## config.mk

```make
export PLATFORM = sky130hd
export DESIGN_NAME = bzpt_ctrl
export DESIGN_NICKNAME = d
export VERILOG_FILES = /design/src/rtl/bzpt_pkg.sv /design/src/rtl/bzpt_ctrl.sv
export SDC_FILE = /design/constraint.sdc
export NUM_CORES = 1
export LEC_CHECK = 0
export BUFFER_PORTS_ARGS = -buffer_cell sky130_fd_sc_hd__buf_2
export CAP_MARGIN = 40
export CELL_PAD_IN_SITES_DETAIL_PLACEMENT = 1
export CELL_PAD_IN_SITES_GLOBAL_PLACEMENT = 2
export CORE_MARGIN = 2
export CORE_UTILIZATION = 19
export DETAILED_ROUTE_END_ITERATION = 6
export PLACE_DENSITY_LB_ADDON = 0.1
export SLEW_MARGIN = 20
export SYNTH_ARGS = -nofsm -noshare
export SYNTH_HDL_FRONTEND = slang
export SYNTH_SLANG_ARGS = --single-unit
export TNS_END_PERCENT = 10
```

## constraint.sdc

```tcl
create_clock -name clk -period 2.3 [get_ports clk]
set_input_delay 0.115 -clock clk [delete_from_list [all_inputs] [get_ports clk]]
set_output_delay 0.115 -clock clk [all_outputs]
set_load 0.05 [all_outputs]
```

## src/rtl/bzpt_pkg.sv

```systemverilog
`default_nettype none
package bzpt_pkg;
  localparam int MaxPointsDefault = 8;
  localparam int TOne = 65536;
  localparam int DirOne = 16384;
  localparam logic FUNC_LOAD = 1'b0;
  localparam logic FUNC_EVAL = 1'b1;

  typedef struct packed {
    logic start;
    logic load_w;
    logic step_mul;
    logic step_wr;
    logic grab_diff;
    logic norm_init;
    logic norm_step;
    logic sqrt_init;
    logic sqrt_step;
    logic div_init;
    logic div_step;
    logic finish;
  } bzpt_cmd_t;

  typedef struct packed {
    logic last_i;
    logic last_k;
    logic deg_zero;
    logic norm_done;
    logic sqrt_done;
    logic div_done;
    logic zero_diff;
  } bzpt_sts_t;
endpackage
`default_nettype wire

```

## src/rtl/bzpt_ctrl.sv

```systemverilog
`default_nettype none
module bzpt_ctrl (
  input  wire logic                clk,
  input  wire logic                rst,
  input  wire logic                in_valid,
  output logic                     in_stall,
  input  wire logic                func,
  output logic                     out_valid,
  input  wire logic                out_stall,
  input  wire bzpt_pkg::bzpt_sts_t sts,
  output bzpt_pkg::bzpt_cmd_t      cmd
);
  import bzpt_pkg::*;
  localparam logic [2:0] S_IDLE = 3'd0;
  localparam logic [2:0] S_MUL  = 3'd1;
  localparam logic [2:0] S_WR   = 3'd2;
  localparam logic [2:0] S_NORM = 3'd3;
  localparam logic [2:0] S_SQRT = 3'd4;
  localparam logic [2:0] S_DIV  = 3'd5;
  localparam logic [2:0] S_FIN  = 3'd6;

  logic [2:0] state, state_next;
  logic busy;
  logic acc;

  assign busy = (state != S_IDLE);
  assign in_stall = busy || (out_valid && out_stall);
  assign acc = in_valid && !in_stall;

  always_comb begin
    cmd = '0;
    state_next = state;
    unique case (state)
      S_IDLE: begin
        if (acc) begin
          if (func == FUNC_LOAD) begin
            cmd.load_w = 1'b1;
          end else begin
            cmd.start = 1'b1;
            state_next = S_MUL;
          end
        end
      end
      S_MUL: begin
        if (sts.deg_zero) begin
          cmd.norm_init = 1'b1;
          state_next = S_NORM;
        end else begin
          cmd.step_mul = 1'b1;
          if (sts.last_k && sts.last_i) cmd.grab_diff = 1'b1;
          state_next = S_WR;
        end
      end
      S_WR: begin
        cmd.step_wr = 1'b1;
        state_next = S_MUL;
      end
      S_NORM: begin
        if (sts.zero_diff) begin
          state_next = S_FIN;
        end else if (sts.norm_done) begin
          cmd.sqrt_init = 1'b1;
          state_next = S_SQRT;
        end else begin
          cmd.norm_step = 1'b1;
        end
      end
      S_SQRT: begin
        if (sts.sqrt_done) begin
          cmd.div_init = 1'b1;
          state_next = S_DIV;
        end else begin
          cmd.sqrt_step = 1'b1;
        end
      end
      S_DIV: begin
        if (sts.div_done) state_next = S_FIN;
        else cmd.div_step = 1'b1;
      end
      S_FIN: begin
        cmd.finish = 1'b1;
        state_next = S_IDLE;
      end
      default: state_next = S_IDLE;
    endcase
  end

  always_ff @(posedge clk) begin
    if (rst) begin
      state <= S_IDLE;
      out_valid <= 1'b0;
    end else begin
      state <= state_next;
      if (cmd.finish) out_valid <= 1'b1;
      else if (!out_stall) out_valid <= 1'b0;
    end
  end
endmodule
`default_nettype wire

```

# After elaboration in Yosys (flattened, before gate mapping)
# Index checks and enable logic that the tools add are counted.
dict set report totals {
  wordCells 53
  in_bits 12
  reg_bits 4
  out_inout_bits 14
}
dict set report classes {
  n_eq_ne 12
  mux 31
  n_reduce_logical 8
}
# op count
set ops {}
lappend ops {{$mux W1} 18}
lappend ops {{$mux W3} 6}
lappend ops {{$pmux W3 S6} 1}
lappend ops {{$mux W2} 6}
lappend ops {{$eq A3 B3 Y1 const B} 3}
lappend ops {{$ne A2 B2 Y1 const B} 4}
lappend ops {{$eq A3 B2 Y1 const B} 2}
lappend ops {{$reduce_and A5 Y1} 1}
lappend ops {{$eq A3 B1 Y1 const B} 1}
lappend ops {{$logic_and A1 B1 Y1} 3}
lappend ops {{$logic_not A3 Y1} 1}
lappend ops {{$ne A3 B3 Y1 const B} 1}
lappend ops {{$reduce_bool A3 Y1} 1}
lappend ops {{$ne A2 B1 Y1 const B} 1}
lappend ops {{$logic_not A1 Y1} 1}
lappend ops {{$logic_or A1 B1 Y1} 1}

# Logic depth before layout (Yosys ltp)
# Gate-level depths: netlist of the first run.
dict set report depth {
  word_depth 6
  depth_mapped 4
  ltp_nobuf 3
}

# Worst setup path before layout of the first run
# Ideal clock, no wire load.
dict set report synth_timing {
  path_type {reg-to-output}
  from {register state[1]}
  to {output cmd[7] (netlist name)}
  required_ps 2185
  path_stages_with_launch 4
  t_arrival_ps 1760
  slack_ps 425
  path_cell_list {dfxtp_1 -> nand2b_2 -> nor3_2 -> and3_1}
}
# item line_no
set synth_rtl {}
lappend synth_rtl {{start: declaration} bzpt_ctrl.sv:22} ;# logic [2:0] state, state_next;
lappend synth_rtl {{start signal: assignment} bzpt_ctrl.sv:93} ;# state <= state_next;
lappend synth_rtl {{end: declaration} bzpt_ctrl.sv:11} ;# output bzpt_pkg::bzpt_cmd_t cmd

==> flow_summary.ini, run 1 <==
[routing]
count_of_antenna_violating_nets_left_after_detailed_routing = 0
detail_route.vias_per_cell = 4.563
drt_pre_antenna_iters = 1
drt-initial-drc-count = 0
wirelength_um = 944
drt_drc_violations_left = 0
via_count = 397
route.detailed.wl_per_inst_um = 10.85

[flow_run]
max_cap_viol_count = 0

[floorplan]
die_width_um = 46.09
die_area_um2 = 2124
initial_utilization_pct = 19.93
core_um2 = 1689
num_rows = 15
num_io_pins = 26
die_y_um = 46.09

[logic_synthesis]
dominant_combinational_cell_family_by_area_after_synthesis = simple AND/OR/NAND/NOR gates
synth.avg_cell_area_um2 = 7.827
synth_edf_count = 0
post_synth_fa_ha_maj_area_fraction_pct = 0
dominantRegCellSynth = sky130_fd_sc_hd__dfxtp_1
yosys-top-cells-area = sky130_fd_sc_hd__dfxtp_1, sky130_fd_sc_hd__nor2b_1, sky130_fd_sc_hd__nor2_1
synth-seq-area-share_pct = 23.79
post-synth-top-area-fraction_pct = 23.79
yosys.cell_count.top_type = sky130_fd_sc_hd__nor2_1
synth_nets = 55
yosys_warnings = 0
yosys-mux-area-fraction_pct = 0
post_synth_most_frequent_cells = sky130_fd_sc_hd__nor2_1, sky130_fd_sc_hd__dfxtp_1, sky130_fd_sc_hd__nor2b_1
synth_top_area_cell = sky130_fd_sc_hd__dfxtp_1
syn-instance-count = 43
synth_compound_gate_area_share_pct = 20.45
synthDistinctLibCells = 23
synthXorXnorAreaFrac_pct = 0
async_reset_ff_share_pct = 0
synth-simple-area-share_pct = 49.07
yosys_register_bits = 4
synth.cell_area_um2 = 336.6

[pwr]
cellLeakagePower_nw = 0.2835
max-vdd-ir-drop_uv = 208.9
p_total_uw = 267.0
power_density_of_the_placed_cells_nw_per_um2 = 540.2

[sta]
fmax_mhz = 611.6
totalNegativeSetupSlack_ps = 0
hold_viol_final = 0
worst_clock_skew_ps = 1.462
timing.slew.headroom_pct = 69.93
period_share_pct = 71.09
finalSetupViolCount = 0
fin_crit_ps = 1635
rsz0062_at_grt = no
tightest_slew_ps = 450.5
maxSlewViolCount = 0
timing.hold.ws_ps = 84.31

[clock_tree]
post_cts_resize_count = 0
cts_tree = built
clkLatencyLatePin_ps = 240
cts-htree-levels = 1
clkTransAtPathRegs_ps = 40
cts_made_buffers = 3
clock_tree.root_cell = sky130_fd_sc_hd__clkbuf_4
clock-sinks = 4
postCtsSetupBuffers = 0
cts.hold.buffers_added = 0
max-clock-path-buffers = 2

[grt]
antenna_found_initial = 0
overall_routing_resource_usage_pct = 9.840
grt_pass1_vias = 344
globalRoute.totalOverflow = 0
grt_pass1_wl_um = 1421
grt_max_degree = 16

[worst_setup_path]
timing.critical_path.required_ps = 2180
worst-setup-path-type = reg -> out
timing.critical_path.fanout_max = 15
critical_path.endpoint_type = primary output
crit_buf_inv = 1
critical-path-top-delay-family = flip-flops
critical_path.cell_chain = and2b_1 -> and4bb_2 -> buf_2
worst_path_largest_cell_delay_ps = 590
critical_path.startpoint_type = register
crit_path_top_delay_cell = sky130_fd_sc_hd__dfxtp_1
cp.arrival_ps = 1520

[cells_and_area]
sequential_cell_area_um2 = 80.08
post-route-cell-area_um2 = 494.2
area_growth_syn_to_layout_pct = 46.84
diode_insertion_count_for_antenna_repair = 0
multiInputGateArea_um2 = 234.0
drive_gt1_share_pct = 47.14
nNetsFinal = 84
finalCoreUtilization_pct = 29.26
layout.filler_cells = 227

[placed_design]
place.port_buffers = 25
gp_congestion = 0.6027
post-dp-hpwl_um = 777.9
placed_cell_area_um2 = 471.7

[status]
status = finished clean

[min_path]
worst_hold_path_class = in -> reg
==> metrics by stage <==
stage,std cells,worst slack (ps)
finish,87,664.9
global route,87,580.4
CTS,87,644.3
detailed placement,84,910.9
global placement,84,929.0
floorplan,43,425.2
==> cell usage in the layout, fill, tap and decap left out, drive strengths merged <==
cell	netlist	layout
buf	1	25
nor2	6	6
nor2b	4	4
dfxtp	4	4
inv	3	3
nand2	3	3
clkbuf	0	3
nand3b	2	2
and4b	2	2
and3	2	2
o21a	2	2
a21oi	2	2
o21ai	2	2
nand2b	1	1
nor3b	1	1
and2b	1	1
nand3	1	1
or2b	1	1
and4bb	1	1
nor3	1	1
a211o	1	1
a31oi	1	1
a2111oi	1	1
==> metal layers <==
metal | routed length [um] | vias to the layer above | global-route usage (%) | part of all wire, %
met5 | 0 | - | 0 | 0
met4 | 0 | 0 | 3.429 | 0
met3 | 72 | 0 | 5.882 | 7.6
met2 | 444 | 15 | 14.44 | 47
met1 | 427 | 175 | 11.76 | 45
li1 | - | 207 | - | -
==> registers in the layout (all words and copies together), names as in the netlist <==
| signal | flops |
|---|---|
| out_valid | 1 |
| state | 3 |
==> worst paths after layout <==
path,from,end,slack [ps],cells after the start
max reg2reg,state[2],state[0],1040,3
min,rst,state[0],80,2
min reg2reg,out_valid,out_valid,540,2
max,state[2],cmd[5],660,3
==> power by group <==
part / switching, mW / leakage [nW] / internal [mW]
clock: 0.0314 / 0.0138 / 0.0585
combinational: 0.0638 / 0.237 / 0.0312
sequential: 0.00841 / 0.0326 / 0.0735
total: 0.104 / 0.284 / 0.163
==> cells by family after synthesis <==
| logic type | count (synthesis) |
|---|---|
| buf+inv | 4 |
| flops | 4 |
| simple gates | 26 |
| compound gates | 9 |
==> cell type report <==
cell class                      count  area share (%)
Tap cell                           17           4.304
Timing Repair Buffer               25           25.32
Multi-Input combinational cell     35           47.34
Clock buffer                        3           4.557
Sequential cell                     4           16.20
Inverter                            3           2.278
Note: power is estimated with default switching activity, not from simulation.
==> inputs of run 2 (changes only) <==
--- a/config.mk
+++ b/config.mk
@@ -10,7 +10,7 @@
 export CELL_PAD_IN_SITES_DETAIL_PLACEMENT = 1
 export CELL_PAD_IN_SITES_GLOBAL_PLACEMENT = 2
 export CORE_MARGIN = 2
-export CORE_UTILIZATION = 19
+export CORE_UTILIZATION = 16
 export DETAILED_ROUTE_END_ITERATION = 6
 export PLACE_DENSITY_LB_ADDON = 0.1
 export SLEW_MARGIN = 20
==> constraint.sdc (replaced) <==
create_clock -name clk -period 1.47 [get_ports clk]
set_input_delay 0.0735 -clock clk [delete_from_list [all_inputs] [get_ports clk]]
set_output_delay 0.0735 -clock clk [all_outputs]
set_load 0.05 [all_outputs]
==> flow_summary.ini, run 2 (synthesis gave the netlist of run 1 again) <==
[sta]
tightest_slew_ps = 257.5
timing.slew.headroom_pct = 82.80
maxSlewViolCount = 0
fmax_mhz = 714.2
fin_crit_ps = 1400
worst_clock_skew_ps = 3.415
period_share_pct = 95.25
rsz0062_at_grt = no
setup_ws_ps = 69.83
hold_viol_final = 0
finalSetupViolCount = 0

[clock_tree]
cts_made_buffers = 3
cts.hold.buffers_added = 0
clkTransAtPathRegs_ps = 40
postCtsSetupBuffers = 0
clkLatencyLatePin_ps = 240
max-clock-path-buffers = 2
clock_tree.root_cell = sky130_fd_sc_hd__clkbuf_4
cts-htree-levels = 1
cts_tree = built
clock-sinks = 4

[cells_and_area]
drive_gt1_share_pct = 54.93
finalCoreUtilization_pct = 27.27
largestRegisters = state: 3 flops, out_valid: 1 flops
sequential_cell_area_um2 = 83.83
largest-register = state
nNetsFinal = 85
layoutNonFillerInstCount = 98
multiInputGateArea_um2 = 247.7
area_growth_syn_to_layout_pct = 60.59
layout.cells.most_common = sky130_fd_sc_hd__buf_2
number_of_flip_flops_under_the_largest_register_name = 3
post-route-cell-area_um2 = 540.5
most-common-layout-cells = sky130_fd_sc_hd__buf_2, sky130_fd_sc_hd__nor2_1, sky130_fd_sc_hd__nor2b_1, sky130_fd_sc_hd__clkbuf_4
layout.filler_cells = 262
diode_insertion_count_for_antenna_repair = 0

[grt]
overall_routing_resource_usage_pct = 8.924
globalRoute.totalOverflow = 0
antenna_found_initial = 0
grt_pass1_vias = 392
grt_pass1_wl_um = 1628
grt_max_degree = 13

[placed_design]
dp_slack_ps = 199.3
place.port_buffers = 25
gp_congestion = 0.6454
placed_cell_area_um2 = 503.0
post-dp-hpwl_um = 821.3
dp_cells = 95

[pwr]
cellLeakagePower_nw = 0.2910
p_total_uw = 429.3
power_density_of_the_placed_cells_nw_per_um2 = 794.2
max-vdd-ir-drop_uv = 282.1

[worst_setup_path]
critical_path.cell_chain = and2b_1 -> and4bb_2 -> buf_2
timing.critical_path.required_ps = 1400
timing.critical_path.fanout_max = 12
critical_path.startpoint_type = register
worst_setup_path_startpoint = state[2]
critical-path-top-delay-family = simple AND/OR/NAND/NOR gates
r2r_slack_ps = 350
crit_buf_inv = 1
startpoint_of_the_most_critical_register_to_register_path = state[2]
worst-setup-path-type = reg -> out
worst_path_largest_cell_delay_ps = 370
cp.arrival_ps = 1330
reg2reg_to = state[0]
r2r_cells = 3
critical_path.endpoint_type = primary output
crit_path_top_delay_cell = sky130_fd_sc_hd__dfxtp_2

[routing]
count_of_antenna_violating_nets_left_after_detailed_routing = 0
wirelength_um = 1026
drt-initial-drc-count = 0
detail_route.vias_per_cell = 4.194
route.detailed.wl_per_inst_um = 10.47
via_count = 411
drt_drc_violations_left = 0
drt_pre_antenna_iters = 1

[flow_run]
max_cap_viol_count = 0

[floorplan]
die_width_um = 49.87
die_area_um2 = 2487
core_um2 = 1982
num_rows = 16
num_io_pins = 26
initial_utilization_pct = 16.98
die_y_um = 49.87

[min_path]
worst_hold_path_class = in -> reg
worstHoldStart = rst
min_delay_path_depth = 2
hold_end = state[0]

[status]
status = finished clean
[run 2: cell count changes in the layout (fill, tap and decap cells not counted), sizes merged]
cell    before  now
clkbuf       3    4
[run 2: power by group]
group	internal (mW)	switching, mW
Clock	0.0917	0.0502
Sequential	0.116	0.0145
Combinational	0.0536	0.103
Total	0.262	0.168
[run 2: per-layer routing]
metal	wire length, um	part of all wire [%]	track usage [%]
met1	468	46	11.07
met2	458	45	13.33
met3	77	7.5	0.9091
met4	22	2.1	8.333
met5	0	0	0
[run 2: timing repair]
item	4_1_cts	5_1_grt
gates resized for setup	4	3
pin swaps	0	0
endpoints found under the setup margin	4	2
cloned	0	0
[run 2: final cells by class]
type	instances	area share (%)
Sequential cell	4	15.51
Tap cell	27	6.250
Clock buffer	3	4.167
Multi-Input combinational cell	35	45.83
Timing Repair Buffer	26	26.16
Inverter	3	2.083
[run 2: how the worst max path moves through the flow]
stage	endpoint	slack (ps)	cells after the start
2_1_floorplan	cmd[7]	-150	3
3_3_place_gp	cmd[7]	190	4
3_5_place_dp	cmd[7]	200	4
4_1_cts	cmd[5]	50	3
5_1_grt	cmd[5]	5	3
6_report	cmd[5]	70	3
[run 2: worst reg2reg max path, stage by stage, from the launching register on]
cell and delay [ps]:
sky130_fd_sc_hd__dfxtp_2 420, sky130_fd_sc_hd__buf_4 180, sky130_fd_sc_hd__o21ai_2 70, sky130_fd_sc_hd__a2111oi_2 340
[run 2: through the flow]
stage	setup TNS [ps]	hold WS (ps)
after CTS	0	49.60
after detailed placement	0	313.0
after global placement	0	314.3
final	0	56.76
after floorplan	-163.0	142.4
after global routing	0	60.95
==> inputs of run 3 (changes only) <==
--- a/config.mk
+++ b/config.mk
@@ -5,13 +5,14 @@
 export SDC_FILE = /design/constraint.sdc
 export NUM_CORES = 1
 export LEC_CHECK = 0
-export BUFFER_PORTS_ARGS = -buffer_cell sky130_fd_sc_hd__buf_2
+export BUFFER_PORTS_ARGS = -buffer_cell sky130_fd_sc_hd__buf_4
 export CAP_MARGIN = 40
 export CELL_PAD_IN_SITES_DETAIL_PLACEMENT = 1
 export CELL_PAD_IN_SITES_GLOBAL_PLACEMENT = 2
 export CORE_MARGIN = 2
 export CORE_UTILIZATION = 16
 export DETAILED_ROUTE_END_ITERATION = 6
+export GPL_ROUTABILITY_DRIVEN = 1
 export PLACE_DENSITY_LB_ADDON = 0.1
 export SLEW_MARGIN = 20
 export SYNTH_ARGS = -nofsm -noshare
==> flow_summary.ini, run 3 (synthesis gave the netlist of run 1 again) <==
[worst_setup_path]
cp.arrival_ps = 1310
critical_path.startpoint_type = register
worst_setup_path_startpoint = state[2]
worst-setup-path-type = reg -> out
startpoint_of_the_most_critical_register_to_register_path = state[2]
critical_path.endpoint_type = primary output
timing.critical_path.required_ps = 1400
r2r_cells = 3
timing.critical_path.fanout_max = 11

[cells_and_area]
post-route-cell-area_um2 = 604.3
area_growth_syn_to_layout_pct = 79.55
drive_gt1_share_pct = 54.17
largestRegisters = state: 3 flops, out_valid: 1 flops
diode_insertion_count_for_antenna_repair = 0
nNetsFinal = 86
number_of_flip_flops_under_the_largest_register_name = 3
layout.filler_cells = 254
largest-register = state
layoutNonFillerInstCount = 99
layout.cells.most_common = sky130_fd_sc_hd__buf_4
most-common-layout-cells = sky130_fd_sc_hd__buf_4, sky130_fd_sc_hd__nor2_1, sky130_fd_sc_hd__nor2b_1

[status]
status = finished clean

[floorplan]
die_area_um2 = 2487
num_rows = 16
initial_utilization_pct = 16.98
die_y_um = 49.87
die_width_um = 49.87
num_io_pins = 26
core_um2 = 1982

[clock_tree]
cts-htree-levels = 1
cts_made_buffers = 3
cts_tree = built
clock_tree.root_cell = sky130_fd_sc_hd__clkbuf_4
clkTransAtPathRegs_ps = 40
cts.hold.buffers_added = 0
clock-sinks = 4
max-clock-path-buffers = 2
clkLatencyLatePin_ps = 240

[grt]
grt_max_degree = 12
overall_routing_resource_usage_pct = 8.935
globalRoute.totalOverflow = 0
antenna_found_initial = 0
grt_pass1_vias = 403
grt_pass1_wl_um = 1697

[sta]
rsz0062_at_grt = no
worst_clock_skew_ps = 5.508
maxSlewViolCount = 0
finalSetupViolCount = 0
tightest_slew_ps = 249.7
period_share_pct = 94.20
fin_crit_ps = 1385
fmax_mhz = 722.1
timing.slew.headroom_pct = 83.32
hold_viol_final = 0
totalNegativeSetupSlack_ps = 0

[pwr]
power_density_of_the_placed_cells_nw_per_um2 = 738.4
cellLeakagePower_nw = 0.3069
max-vdd-ir-drop_uv = 282.1

[min_path]
worstHoldStart = rst
worst_hold_path_class = in -> reg
min_delay_path_depth = 2

[placed_design]
dp_cells = 96
gp_congestion = 0.6461
placed_cell_area_um2 = 573.1
place.port_buffers = 25
post-dp-hpwl_um = 841.6

[routing]
drt_pre_antenna_iters = 2
count_of_antenna_violating_nets_left_after_detailed_routing = 0
wirelength_um = 1018
drt_drc_violations_left = 0
route.detailed.wl_per_inst_um = 10.28
via_count = 421
drt-initial-drc-count = 1
detail_route.vias_per_cell = 4.253

[flow_run]
max_cap_viol_count = 0
[run 3: metal layers]
layer	global-route usage [%]	vias up	routed length (um)
met3	3.030	0	99
met1	11.30	191	443
li1	-	212	-
met4	5.556	0	0
met5	0	-	0
met2	12.89	18	475
[run 3: repair_timing]
item / CTS / global route
hold endpoints to repair: 0 / 0
endpoints found under the setup margin: 2 / 4
buffers inserted: 0 / 0
pin swaps: 0 / 0
cloned: 0 / 0
gates resized for setup: 1 / 3
[run 3: path summary, 6_finish.rpt]
kind / endpoint / slack, ps
worst max register to register: state[0] / 380
worst min register to register: out_valid / 570
worst max-delay path: cmd[7] / 90
worst min-delay path: state[0] / 30
[run 3: cell type report]
| class | count | area, um^2 | area share (%) |
|---|---|---|---|
| clock buffer | 3 | 22.52 | 3.727 |
| multi-input combinational | 35 | 250.2 | 41.41 |
| tap | 27 | 33.78 | 5.590 |
| timing repair buffer | 27 | 202.7 | 33.54 |
| inverter | 3 | 11.26 | 1.863 |
| sequential | 4 | 83.83 | 13.87 |
[run 3: per-stage QoR]
stage                     utilization [%]  power [mW]  setup slack [ps]  hold WS, ps
after floorplan                         -      0.2392            -149.5        142.4
after global placement              28.91      0.3074             244.9        282.8
after detailed placement            28.91      0.3052             233.7        279.5
after CTS                           30.11      0.4492             3.505        28.55
after global routing                30.49      0.4717             5.455        38.40
final                               30.49      0.4463             85.23        26.85
[run 3: critical path, stage by stage (launching register included)]
cell,delay [ps]
sky130_fd_sc_hd__dfxtp_2,370
sky130_fd_sc_hd__buf_4,160
sky130_fd_sc_hd__nor3_4,180
sky130_fd_sc_hd__and3_1,170
sky130_fd_sc_hd__buf_4,190
[run 3: power by group]
group / internal, mW / switching (mW) / total, mW / leakage, nW
Clock: 0.0915 / 0.0479 / 0.139 / 0.0138
Combinational: 0.0718 / 0.104 / 0.176 / 0.259
Sequential: 0.116 / 0.0141 / 0.131 / 0.0338
